[config.mk]
export PLATFORM = sky130hd
export DESIGN_NAME = v3alu_div
export DESIGN_NICKNAME = d
export VERILOG_FILES = /design/src/design/v3alu_pkg.sv /design/src/design/v3alu_div.sv
export SDC_FILE = /design/constraint.sdc
export NUM_CORES = 2
export LEC_CHECK = 0
export BUFFER_PORTS_ARGS = -buffer_cell sky130_fd_sc_hd__buf_2
export CELL_PAD_IN_SITES_DETAIL_PLACEMENT = 1
export CELL_PAD_IN_SITES_GLOBAL_PLACEMENT = 1
export CORE_MARGIN = 2
export CORE_UTILIZATION = 45
export DETAILED_ROUTE_END_ITERATION = 6
export PLACE_DENSITY = 0.75
export SYNTH_ARGS = -nofsm -noshare
export SYNTH_HDL_FRONTEND = slang
export SYNTH_SLANG_ARGS = --single-unit
[constraint.sdc]
create_clock -name clk -period 10.2 [get_ports clk]
set_input_delay 2.04 -clock clk [delete_from_list [all_inputs] [get_ports clk]]
set_output_delay 2.04 -clock clk [all_outputs]
set_load 0.005 [all_outputs]
[src/design/v3alu_pkg.sv]
// ============================================================================
// v3alu_pkg
// Shared widths, operation codes, payload types and saturation helpers for
// the three-component vector arithmetic unit.
// ============================================================================
package v3alu_pkg;

	localparam int DATA_WIDTH = 32;
	localparam int FRAC_BITS  = 16;
	localparam int TOL_W      = 16;

	localparam int PROD_W = 2 * DATA_WIDTH;
	localparam int SUM_W  = 2 * DATA_WIDTH + 2;
	localparam int SQ_W   = 2 * DATA_WIDTH;
	localparam int Q_W    = FRAC_BITS + 1;
	// input stage, product stage, merge stage, root stages, divide stages, output
	localparam int LAT    = DATA_WIDTH + Q_W + 4;

	localparam logic [2:0] OP_ADD   = 3'd0;
	localparam logic [2:0] OP_SUB   = 3'd1;
	localparam logic [2:0] OP_NEG   = 3'd2;
	localparam logic [2:0] OP_SCALE = 3'd3;
	localparam logic [2:0] OP_DOT   = 3'd4;
	localparam logic [2:0] OP_CROSS = 3'd5;
	localparam logic [2:0] OP_LEN   = 3'd6;
	localparam logic [2:0] OP_UNIT  = 3'd7;

	typedef logic signed [DATA_WIDTH-1:0] data_t;
	typedef logic signed [PROD_W-1:0]     prod_t;

	localparam data_t DATA_MAX = {1'b0, {(DATA_WIDTH-1){1'b1}}};
	localparam data_t DATA_MIN = {1'b1, {(DATA_WIDTH-1){1'b0}}};

	typedef struct packed {
		logic  ovf;
		data_t val;
	} sat_t;

	typedef struct packed {
		logic [2:0]  op;
		data_t [2:0] v;
		data_t       s;
		logic        ovf;
		data_t [2:0] a;
	} res_t;

	// drop the fraction bits (floor), then clamp to the data range
	function automatic sat_t sat_sum(input logic signed [SUM_W-1:0] x);
		logic signed [SUM_W-1:0] sh;
		sat_t r;
		sh = x >>> FRAC_BITS;
		if ((&sh[SUM_W-1:DATA_WIDTH-1]) || !(|sh[SUM_W-1:DATA_WIDTH-1])) begin
			r.ovf = 1'b0;
			r.val = sh[DATA_WIDTH-1:0];
		end else begin
			r.ovf = 1'b1;
			r.val = sh[SUM_W-1] ? DATA_MIN : DATA_MAX;
		end
		return r;
	endfunction

	function automatic sat_t sat_add(input logic signed [DATA_WIDTH:0] x);
		sat_t r;
		if (x[DATA_WIDTH] == x[DATA_WIDTH-1]) begin
			r.ovf = 1'b0;
			r.val = x[DATA_WIDTH-1:0];
		end else begin
			r.ovf = 1'b1;
			r.val = x[DATA_WIDTH] ? DATA_MIN : DATA_MAX;
		end
		return r;
	endfunction

endpackage

[src/design/v3alu_div.sv]
// ============================================================================
// v3alu_div
// Pipelined restoring divider for one unit-vector component:
// (|a| * 2^FRAC_BITS) / l, one quotient bit per stage.
// ============================================================================
module v3alu_div (
	input  logic                             clk,
	input  logic                             adv,
	input  v3alu_pkg::data_t                 a,
	input  logic [v3alu_pkg::DATA_WIDTH-1:0] l,
	output logic [v3alu_pkg::Q_W-1:0]        q,
	output logic                             neg
);

	localparam int DW = v3alu_pkg::DATA_WIDTH;
	localparam int QW = v3alu_pkg::Q_W;

	logic [DW-1:0] r_q   [QW];
	logic [QW-1:0] q_q   [QW];
	logic          neg_q [QW];
	logic [DW-1:0] l_q   [QW];

	logic [DW-1:0] mag;
	logic          q0;

	always_comb begin
		mag = a[DW-1] ? DW'(-a) : DW'(a);
		q0  = (mag >= l);
	end

	always_ff @(posedge clk) begin
		if (adv) begin
			r_q[0]   <= q0 ? (mag - l) : mag;
			q_q[0]   <= QW'(q0);
			neg_q[0] <= a[DW-1];
			l_q[0]   <= l;
		end
	end

	for (genvar k = 1; k < QW; k++) begin : g_step
		logic [DW:0] r2;
		logic        bit_n;

		always_comb begin
			r2    = {r_q[k-1], 1'b0};
			bit_n = (r2 >= {1'b0, l_q[k-1]});
		end

		always_ff @(posedge clk) begin
			if (adv) begin
				r_q[k]   <= bit_n ? DW'(r2 - {1'b0, l_q[k-1]}) : r2[DW-1:0];
				q_q[k]   <= {q_q[k-1][QW-2:0], bit_n};
				neg_q[k] <= neg_q[k-1];
				l_q[k]   <= l_q[k-1];
			end
		end
	end

	assign q   = q_q[QW-1];
	assign neg = neg_q[QW-1];

endmodule

After elaboration in Yosys (flattened, before gate mapping). Memory sizes are Yosys's and may differ from the RTL's. Cells that the tools add are included.

Add/sub/neg operators: 18. Multiply operators: 0. Divide/modulo/power cells: 0. $lt $le $gt $ge: 17. Equal/unequal tests: 0. Shift-type cells: 0. Multiplexer cells: 20. Bitwise operators: 0. Reduce and logical (&&, ||, !) cells: 0.

Operators by type and width (number): 32-bit 2-to-1 mux (18); 32-bit subtractor (17); 33-bit by 32-bit >= comparator with 1-bit output (16); 32-bit >= comparator (1); 32-bit negator (1); 1-bit 2-to-1 mux (2).

Flip-flop bits (word level): 0. Latch bits: 0. Bits in writable memories: 1394. Memory bits (read-only): 0. Output and inout bits: 18. Memories kept: 4.

Memory list: l_q (depth 17, width 32, rd ports 16, clocked after Yosys merged registers in 0, write ports 17, RTL line v3alu_div.sv:21) `logic [DW-1:0] l_q [QW];`; r_q (depth 17, width 32, rd ports 16, clocked after Yosys merged registers in 0, write ports 17, RTL line v3alu_div.sv:18) `logic [DW-1:0] r_q [QW];`; q_q (depth 17, width 17, rd ports 17, clocked after Yosys merged registers in 0, write ports 17, RTL line v3alu_div.sv:19) `logic [QW-1:0] q_q [QW];`; neg_q (depth 17, width 1, rd ports 17, clocked after Yosys merged registers in 0, write ports 17, RTL line v3alu_div.sv:20) `logic neg_q [QW];`.

Depth between registers and ports, before layout.
Depth in word-level cells: 4. Mapped depth: 19. Gate-level depth less buffers: 19.

Least setup slack after synthesis. OpenSTA, ideal clock, no wires.

Kind: input to register. Start point: input a[5]. End point: memory r_q[0][31] (netlist bit) (data pin). Setup time: 0.268 ns. Arrival: 5.443 ns. Slack: 4.489 ns. Cell stages on the path: 15. Buffers on the path: 1. Path through: nor4_1 -> nand2b_1 -> or3_1 -> or4_1 -> nand2_1 -> xnor2_1 -> ha_1 -> clkbuf_1 -> a2111o_1 -> o21ai_0 -> a211oi_1 -> a31o_2 -> a41oi_1 -> xor2_1 -> o21ai_0.

RTL lines: from (decl) (RTL line v3alu_div.sv:9) `input v3alu_pkg::data_t a,`; to (decl) (RTL line v3alu_div.sv:18).

==> results.py <==
metrics = {
    "logic_synthesis": {
        "ys_types": 109,
        "ys_seq_area_frac": 0.505,
        "async_flop_share": 0,
        "synth-edff-count": 1194,
        "synthTopCellsByCount": "edfxtp_1 (1,194), inv_1 (675), ha_1 (544), a21oi_1 (504), nor2_1 (392)",
        "yosysMostFrequentCell": "edfxtp_1",
        "synth_top_area_share": 0.505,
        "syn_avg_cell_area_um2": 11.2,
        "synthTopCellsByArea": "edfxtp_1 (50%), ha_1 (9.6%), inv_1 (3.6%)",
        "synth_warnings": 0,
        "synth_area_leader_cell": "edfxtp_1",
        "synthCells": 6344,
        "syn_area_um2": 71000,
        "ys_ff_latch": 1194,
        "synth_ff_type": "edfxtp_1",
        "synth_nets": 6970,
    },
    "critical_path": {
        "end_kind": "flip-flop",
        "slowest_delay_ps": 430,
        "crit_type": "in -> reg",
        "critical_path.cell_chain": "buf_2 > nor4_1 > nand2b_1 > or3_1 > nand2b_1 > nand2b_1 > o41ai_1 > xnor2_1 > ha_1 > a21o_1 > a21o_1 > a21oi_1 > nand3b_1 > a21o_1 > nand2_2 > buf_4 > mux2_2",
        "critPathArrivalTime_ps": 6760,
        "cp.depth": 17,
        "startpoint_type": "input pin",
        "critPathSlowestCell": "buf_4",
        "crit_required_ps": 10730,
        "crit_family": "simple AND/OR/NAND/NOR gates",
        "rr_worst_depth": 11,
        "crit_fanout": 40,
        "crit_buf_inv": 2,
    },
    "global_route": {
        "grt_max_degree": 190,
        "grt_usage": 0.203,
        "grt_pass1_vias": 52700,
        "grt_pass1_wl_um": 266000,
        "gr-total-overflow": 0,
        "antenna_found_initial": 0,
    },
    "sta": {
        "skew_ps": 28.2,
        "setup_violations": 0,
        "relSlewSlack": 0.257,
        "worst_slew_pin_slew_ps": 1110,
        "finalCritPeriodShare": 0.611,
        "setup_ws_ps": 3970,
        "fin_crit_ps": 6230,
        "timing.setup.tns_ps": 0,
        "max_freq_mhz": 160,
        "slew_violations": 0,
        "rsz0062_at_grt": "false",
        "hold_viol_final": 0,
    },
    "floorplanning": {
        "die_h_um": 401,
        "start_util": 0.454,
        "row_count": 145,
        "core_um2": 157000,
        "fp.dieW_um": 401,
        "num_io_pins": 84,
        "dieArea_um2": 161000,
    },
    "drt": {
        "drc": 0,
        "firstDrtPassIters": 5,
        "drtIter0Drc": 2240,
        "antenna_left": 0,
        "viasPerCell": 5.54,
        "wl_per_cell_um": 19.1,
        "routed_wl_um": 165000,
        "vias": 47800,
    },
    "final_layout": {
        "regArea_um2": 35900,
        "multiInputGateArea_um2": 31800,
        "drive_gt1_frac": 0.0983,
        "fin_area_um2": 78000,
        "nNetsFinal": 7077,
        "fillers": 16700,
        "diodes": 0,
        "final_cells": 8620,
        "synthToLayoutAreaGrowth_pct": 9.81,
    },
    "outcome": {
        "status": "finished clean",
    },
    "hold_path": {
        "hp-class": "reg -> reg",
        "whs_path_depth": 0,
    },
    "pwr": {
        "p_per_area_nw_per_um2": 317,
        "ir_worst_vdd_uv": 178,
        "power.leakage_nw": 32.0,
    },
    "place": {
        "portBuffers": 83,
        "dpl.cell_count": 8364,
        "gp_congestion": 0.916,
        "dp_slack_ps": 3080,
        "place_area_um2": 73500,
        "dpl.hpwl_um": 127000,
    },
    "job": {
        "drv_cap": 0,
    },
    "cts": {
        "postCtsHoldBufs": 0,
        "htreeDepth": 4,
        "clk_latency_ps": 770,
        "cts-buffers-inserted": 143,
        "clock_sinks": 1194,
        "cts_root_buf": "clkbuf_16",
        "cts_resized": 0,
        "cts.path.max_buffers": 3,
        "cts_tree": "built",
        "cts_setup_buffers": 0,
        "clk_pin_slew_ps": 60,
    },
}
## final timing paths
| kind | start | slack [ps] | endpoint |
|---|---|---|---|
| worst min-delay path | q_q[0][225] | 410 | q_q[0][243] |
| worst max register to register | r_q[0][110] | 5460 | r_q[0][156] |
| worst max-delay path | a[5] | 3970 | r_q[0][1] |
| worst min register to register | q_q[0][225] | 410 | q_q[0][243] |
## sequential cells by signal (all words and copies together) (netlist names)
name   flops
q_q      153
r_q      512
l_q      512
neg_q     17
## metal layers
layer,global-route usage,up-vias,share of wire
met3,0.0258,422,0.023
met2,0.421,663,0.57
met4,0.115,0,0.059
li1,-,23400,-
met5,0,-,0
met1,0.185,23200,0.35
## through the flow
stage | utilization | total power, mW | hold WS [ps]
floorplan | - | 17.0 | 400
global placement | 0.470 | 19.4 | 400
detailed placement | 0.470 | 19.9 | 405
CTS | 0.498 | 24.9 | 412
global route | 0.498 | 26.5 | 421
finish | 0.498 | 24.7 | 410
## layout by cell type (no fill, tap or decap), types with 82 or more instances in the layout
cell,n
ha_1,544
clkbuf_16,143
buf_2,82
nand3_1,97
mux2_2,204
o21ai_0,323
inv_1,675
xnor2_1,269
nor2_1,392
nand2_1,371
a21oi_1,504
a21o_1,256
edfxtp_1,1194
xor2_1,175
## cell type report
class / instances / share of cell area
clock buffers: 177 / 0.0475
clock inverters: 79 / 0.00967
inverters: 676 / 0.0325
multi-input cells: 4320 / 0.408
flip-flops and latches: 1194 / 0.460
well taps: 2058 / 0.0330
repair buffers: 116 / 0.00934
## logic make-up (layout without fill, tap and decap cells)
kind of cell / after synthesis / in the layout / synth area share
muxes: 296 / 296 / 0.0485
and+or+nand+nor: 1353 / 1353 / 0.0908
AOI/OAI and AO/OA: 1667 / 1667 / 0.153
DFF: 1194 / 1194 / 0.505
adders and majority gates: 560 / 560 / 0.100
buffers and inverters: 830 / 1048 / 0.0476
xor gates and xnor gates: 444 / 444 / 0.0547
## where the power goes
group          switching, mW  internal, mW  leakage, nW
clock                   2.07          2.81         2.17
sequential             0.681          7.35         11.7
combinational           6.59          5.21         18.2
total                   9.34          15.4         32.0
No activity file was read; power rests on OpenSTA's default activity.
