--- src/design/v3alu_pkg.sv ---
// ============================================================================
// v3alu_pkg
// Shared widths, operation codes, payload types and saturation helpers for
// the three-component vector arithmetic unit.
// ============================================================================
package v3alu_pkg;

	localparam int DATA_WIDTH = 32;
	localparam int FRAC_BITS  = 16;
	localparam int TOL_W      = 16;

	localparam int PROD_W = 2 * DATA_WIDTH;
	localparam int SUM_W  = 2 * DATA_WIDTH + 2;
	localparam int SQ_W   = 2 * DATA_WIDTH;
	localparam int Q_W    = FRAC_BITS + 1;
	// input stage, product stage, merge stage, root stages, divide stages, output
	localparam int LAT    = DATA_WIDTH + Q_W + 4;

	localparam logic [2:0] OP_ADD   = 3'd0;
	localparam logic [2:0] OP_SUB   = 3'd1;
	localparam logic [2:0] OP_NEG   = 3'd2;
	localparam logic [2:0] OP_SCALE = 3'd3;
	localparam logic [2:0] OP_DOT   = 3'd4;
	localparam logic [2:0] OP_CROSS = 3'd5;
	localparam logic [2:0] OP_LEN   = 3'd6;
	localparam logic [2:0] OP_UNIT  = 3'd7;

	typedef logic signed [DATA_WIDTH-1:0] data_t;
	typedef logic signed [PROD_W-1:0]     prod_t;

	localparam data_t DATA_MAX = {1'b0, {(DATA_WIDTH-1){1'b1}}};
	localparam data_t DATA_MIN = {1'b1, {(DATA_WIDTH-1){1'b0}}};

	typedef struct packed {
		logic  ovf;
		data_t val;
	} sat_t;

	typedef struct packed {
		logic [2:0]  op;
		data_t [2:0] v;
		data_t       s;
		logic        ovf;
		data_t [2:0] a;
	} res_t;

	// drop the fraction bits (floor), then clamp to the data range
	function automatic sat_t sat_sum(input logic signed [SUM_W-1:0] x);
		logic signed [SUM_W-1:0] sh;
		sat_t r;
		sh = x >>> FRAC_BITS;
		if ((&sh[SUM_W-1:DATA_WIDTH-1]) || !(|sh[SUM_W-1:DATA_WIDTH-1])) begin
			r.ovf = 1'b0;
			r.val = sh[DATA_WIDTH-1:0];
		end else begin
			r.ovf = 1'b1;
			r.val = sh[SUM_W-1] ? DATA_MIN : DATA_MAX;
		end
		return r;
	endfunction

	function automatic sat_t sat_add(input logic signed [DATA_WIDTH:0] x);
		sat_t r;
		if (x[DATA_WIDTH] == x[DATA_WIDTH-1]) begin
			r.ovf = 1'b0;
			r.val = x[DATA_WIDTH-1:0];
		end else begin
			r.ovf = 1'b1;
			r.val = x[DATA_WIDTH] ? DATA_MIN : DATA_MAX;
		end
		return r;
	endfunction

endpackage

--- src/design/v3alu_merge.sv ---
// ============================================================================
// v3alu_merge
// Combine the three lanes: sum products for dot and squared length, collect
// the vector result and the overflow flag.
// ============================================================================
module v3alu_merge (
	input  logic                       clk,
	input  logic                       adv,
	input  logic [2:0]                 op_s2,
	input  v3alu_pkg::data_t [2:0]     a_s2,
	input  v3alu_pkg::prod_t [2:0]     prod_s2,
	input  v3alu_pkg::sat_t  [2:0]     vec,
	output v3alu_pkg::res_t            res_s3,
	output logic [v3alu_pkg::SQ_W-1:0] sq_s3
);

	logic signed [v3alu_pkg::SUM_W-1:0] sum;
	v3alu_pkg::sat_t dot;
	v3alu_pkg::res_t res;

	always_comb begin
		sum = v3alu_pkg::SUM_W'(prod_s2[0]) + v3alu_pkg::SUM_W'(prod_s2[1])
			+ v3alu_pkg::SUM_W'(prod_s2[2]);
		dot = v3alu_pkg::sat_sum(sum);
		res.op  = op_s2;
		res.a   = a_s2;
		res.v[0] = vec[0].val;
		res.v[1] = vec[1].val;
		res.v[2] = vec[2].val;
		res.ovf = vec[0].ovf | vec[1].ovf | vec[2].ovf;
		res.s   = '0;
		if (op_s2 == v3alu_pkg::OP_DOT) begin
			res.s   = dot.val;
			res.ovf = dot.ovf;
		end
	end

	always_ff @(posedge clk) begin
		if (adv) begin
			res_s3 <= res;
			sq_s3  <= sum[v3alu_pkg::SQ_W-1:0];
		end
	end

endmodule

--- config.mk ---
export PLATFORM = sky130hd
export DESIGN_NAME = v3alu_merge
export DESIGN_NICKNAME = d
export VERILOG_FILES = /design/src/design/v3alu_pkg.sv /design/src/design/v3alu_merge.sv
export SDC_FILE = /design/constraint.sdc
export NUM_CORES = 1
export LEC_CHECK = 0
export BUFFER_PORTS_ARGS = -buffer_cell sky130_fd_sc_hd__buf_4
export CAP_MARGIN = 20
export CORE_AREA = 4 4 267 269
export CTS_CLUSTER_DIAMETER = 60
export DETAILED_ROUTE_END_ITERATION = 16
export DIE_AREA = 0 0 271 273
export PLACE_DENSITY_LB_ADDON = 0.08
export SYNTH_ARGS = -nofsm -noshare
export SYNTH_HDL_FRONTEND = slang
export SYNTH_SLANG_ARGS = --single-unit
--- constraint.sdc ---
create_clock -name clk -period 4.1 [get_ports clk]
set_input_delay 0.205 -clock clk [delete_from_list [all_inputs] [get_ports clk]]
set_output_delay 0.205 -clock clk [all_outputs]
set_load 0.02 [all_outputs]
# Word-level counts from Yosys, hierarchy flattened

Cells that the tools add are included.

Add/subtract/negate cells: 2
Equality and inequality tests: 1
Muxes and demuxes: 3
Bitwise gates (word level): 2
Reduce and logical (&&, ||, !) cells: 4

Operator list:

| operator           | count |
|---|---|
| $add 65x64->66     | 1 |
| $add 64x64->65     | 1 |
| $mux 33            | 1 |
| $mux 32            | 1 |
| $reduce_and 19->1  | 1 |
| $reduce_or 19->1   | 1 |
| $eq 3x3->1 const B | 1 |
| $or 1x1->1         | 2 |
| $logic_not 1->1    | 1 |
| $logic_or 1x1->1   | 1 |
| $mux 1             | 1 |

Register bits after elaboration: 292
Output and inout bits: 292
Logic and storage cells: 22

# Logic depth before layout (Yosys ltp)

Depth in word-level cells: 7
Mapped depth: 16

# Worst setup path after synthesis

No wires, ideal clock.

Path kind: input port to flip-flop
Start: input port prod_s2[1] (netlist name)
End: register res_s3[100] (netlist name) (data pin)
Setup time: 263 ps
Arrival time: 3617 ps
Data required time: 3837 ps
Setup slack: 220 ps
Stages: 14
Path buffers: 1
Cell sequence: fa_1 -> ha_1 -> fa_1 -> a211oi_1 -> o21a_1 -> nor4_1 -> o311ai_1 -> a21oi_1 -> or3_1 -> a221oi_2 -> nand4bb_2 -> o21ai_4 -> buf_6 -> o211ai_2

Word-level cells in the longest chain between the ends: 6
Elaborated cells between the ends (all ways): 8

RTL lines:

| item                   | line              | text |
|---|---|---|
| start: declaration     | v3alu_merge.sv:11 | `input v3alu_pkg::prod_t [2:0] prod_s2,` |
| $add 64x64->65 (*)     | v3alu_merge.sv:22 | `sum = v3alu_pkg::SUM_W'(prod_s2[0]) + v3alu_pkg::SUM_W'(prod_s2[1])` |
| $add 65x64->66 (*)     | v3alu_merge.sv:23 | `+ v3alu_pkg::SUM_W'(prod_s2[2]);` |
| $reduce_or 19->1       | v3alu_pkg.sv:52   | `if ((&sh[SUM_W-1:DATA_WIDTH-1]) \|\| !(\|sh[SUM_W-1:DATA_WIDTH-1])) begin` |
| $logic_not 1->1        | v3alu_pkg.sv:52   |  |
| $logic_or 1x1->1       | v3alu_pkg.sv:52   |  |
| $mux 33 (*)            | v3alu_pkg.sv:52   |  |
| end signal: assignment | v3alu_merge.sv:40 | `res_s3 <= res;` |
| end: declaration       | v3alu_merge.sv:13 | `output v3alu_pkg::res_t res_s3,` |

Every way passes the cells marked *; elsewhere a longest branch is shown, timed or not.
A chain may end at the register's enable or synchronous reset.

# Worst setup path after layout

Start: input port prod_s2[40] (netlist name)
End: register res_s3[125] (netlist name) (data pin)

The elaborated chain is that of the path after synthesis.

==> results.toml <==
[synth]
yosysWarnings = 0
synth_ff_type = "edfxtp_1"
ys_seq_area_share_pct = 55.8
synth_area_leader_cell = "edfxtp_1"
synth_edf_count = 292
synthDistinctLibCells = 75
ys_ff_latch = 292
synthCells = 1236
synth_nets = 1757
yosys.area.top_type_share_pct = 55.8
syn_avg_cell_area_sq_um = 12.7
synth-async-reset-ratio_pct = 0
syn-cell-area_sq_um = 15700
synthTopCellsByArea = "edfxtp_1 (56%), fa_1 (8.3%), ha_1 (5.1%), a21oi_1 (3.0%), nand2_1 (3.0%)"

[sta]
rsz0062_at_grt = "no"
slew_headroom_pct = 42.5
fin_ws_ns = 0.185
worst_slew_pin_slew_ns = 0.862
drv_slew = 0
post-route-min-period_ns = 3.92
clock.fmax_mhz = 255
hold_viol_final = 0
min_period_over_period_pct = 95.5
finalSetupViolCount = 0

[detailed_routing]
vias_per_cell = 4.36
totalWireLength_mm = 73.4
num_vias = 14600
drt_iter0_markers = 726
drc = 0
final_antenna_net_count = 0
wl_per_cell_um = 21.9
drtPass1Iterations = 5

[grt]
grt_max_degree = 98
overflow = 0
track_usage_pct = 18.8
grt_pass1_wl_mm = 103
grt_pass1_vias = 15700
antenna_found_initial = 9

[place]
numPortBuffers = 683
dpl_worst_slack_ns = -0.395
dpl.hpwl_mm = 61.5
place.gp.congestion = 0.852

[worst_setup_path]
crit_slowest_cell = "fa_1"
path_class = "input port to flip-flop"
arrival_ns = 4.20
cp.buffers_inverters = 3
path_max_fanout = 7
start_kind = "input port"
end_kind = "flip-flop"
cpLargestDelayFamily = "compound AO/OA/AOI/OAI gates"
crit_chain = "buf_4 -> fa_1 -> ha_1 -> buf_4 -> a21oi_1 -> o21ai_0 -> a21oi_1 -> o31ai_1 -> a221o_1 -> or3_1 -> a221oi_1 -> nand4_1 -> o21ai_4 -> clkbuf_16 -> o211ai_2"
max_stage_delay_ns = 0.47
required_ns = 4.38

[power_and_ir_drop]
finalPower_mw = 12.5
p_per_area_nw_per_um2 = 461
peakVddDrop_mv = 0.212
leakage_nw = 11.7

[worst_hold_path]
min_to = "sq_s3[1]$_DFFE_PP_"
holdCritPathClass = "input port to flip-flop"
whs_path_depth = 3
min_from = "prod_s2[129]"

[die]
die_x_um = 271
die_area_sq_um = 74000
io_pins = 684
start_util_pct = 22.9
rows = 96
die_h_um = 273
core_sq_um = 68600

[layout]
num_antenna_cells = 0
mostFrequentLayoutCell = "buf_4"
final_cell_mix = "buf_4 (965), edfxtp_1 (292), dlygate4sd3_1 (195)"
nets = 2910
area_growth_pct = 73.2
drive_gt1_share_pct = 45.5

[clock_tree]
cts.sinks = 292
cts_buffers = 37
clockBufferDepth = 3
cts_tree = "built"
htree_levels = 2
clock-root-buffer = "clkbuf_16"
path_clk_slew_ns = 0.06

[outcome]
status = "completed"

[run]
maxCapViolCount = 0
-- per-layer routing --
layer  vias up  share of wire [%]  GRT usage [%]
met4         0                2.1           4.32
met1      7062                 39           21.8
met3        85                6.0           4.18
met5         -                  0              0
li1       6966                  -              -
met2       472                 53           35.1
-- Yosys cell counts, types with 6 or more instances --
| master | n |
|---|---|
| a211oi_1 | 7 |
| a21boi_0 | 6 |
| a21o_1 | 14 |
| a21oi_1 | 95 |
| a21oi_2 | 9 |
| a31oi_1 | 8 |
| and2_1 | 15 |
| and3_1 | 9 |
| and4_1 | 9 |
| buf_2 | 28 |
| buf_6 | 8 |
| clkbuf_1 | 14 |
| edfxtp_1 | 292 |
| fa_1 | 65 |
| ha_1 | 64 |
| inv_1 | 47 |
| nand2_1 | 126 |
| nand3_1 | 12 |
| nand4_1 | 49 |
| nor2_1 | 70 |
| nor3_1 | 18 |
| o211ai_1 | 13 |
| o211ai_2 | 30 |
| o21a_1 | 8 |
| o21ai_0 | 71 |
| o21ai_1 | 7 |
| o31ai_1 | 8 |
| or3_1 | 11 |
| xnor2_1 | 25 |
| xor2_1 | 24 |
-- repair_timing --
| item | 4_1_cts | 5_1_grt |
|---|---|---|
| buffers inserted | 0 | 1 |
| hold endpoints to repair | 195 | 0 |
| setup endpoints to repair | 0 | 1 |
| resized for setup | 0 | 5 |
| hold buffers | 195 | 0 |
-- registers in the layout, indices dropped and copies added, names as in the netlist --
register and cells:
sq_s3 64, res_s3 228
-- report_power, final --
part / leakage (nW) / switching (mW) / internal [mW]
clock network: 0.614 / 1.33 / 2.12
registers: 2.85 / 0.131 / 3.80
logic: 8.24 / 2.88 / 2.27
-- area by class of cell --
class	instances	area (sq um)
inverter	47	176
multi-input combinational	843	6490
timing repair buffer	1168	9350
clock buffer	44	995
clock inverter	21	284
sequential	292	8770
tap	931	1160
fill	6773	41400
-- per-stage QoR --
step	utilization [%]	area, sq um	hold slack, ns	instances	setup TNS (ns)
3_3_place_gp	34.9	23900	0.383	3082	-10.50
3_5_place_dp	34.9	23900	0.384	3082	-10.95
5_1_grt	39.7	27200	0.113	3346	0
2_1_floorplan	-	15700	0.304	1236	0
4_1_cts	39.6	27100	0.100	3342	0
6_report	39.7	27200	0.145	3346	0
-- how the worst max path moves through the flow --
stage | start | end | slack [ns] | cells past startpoint
after CTS | prod_s2[1] | res_s3[97]$_SDFFCE_PN0P_ | 0.18 | 17
after floorplan | prod_s2[1] | res_s3[100]$_SDFFCE_PN0P_ | 0.22 | 14
after detailed placement | prod_s2[1] | res_s3[97]$_SDFFCE_PN0P_ | -0.40 | 17
final | prod_s2[40] | res_s3[125]$_SDFFCE_PN0P_ | 0.18 | 15
after global placement | prod_s2[1] | res_s3[97]$_SDFFCE_PN0P_ | -0.36 | 17
after global routing | prod_s2[0] | res_s3[121]$_SDFFCE_PN0P_ | 0.01 | 18
-- logic make-up after synthesis --
| family | synth area share (%) |
|---|---|
| multiplexers | 0.135 |
| AND/OR/NAND/NOR | 10.5 |
| AO/OA/AOI/OAI | 14.3 |
| flip-flops | 55.8 |
| buffers and inverters | 3.10 |
| adder cells (fa/ha/maj) | 13.4 |
| XOR/XNOR | 2.83 |
No activity file was read; power rests on OpenSTA's default activity.
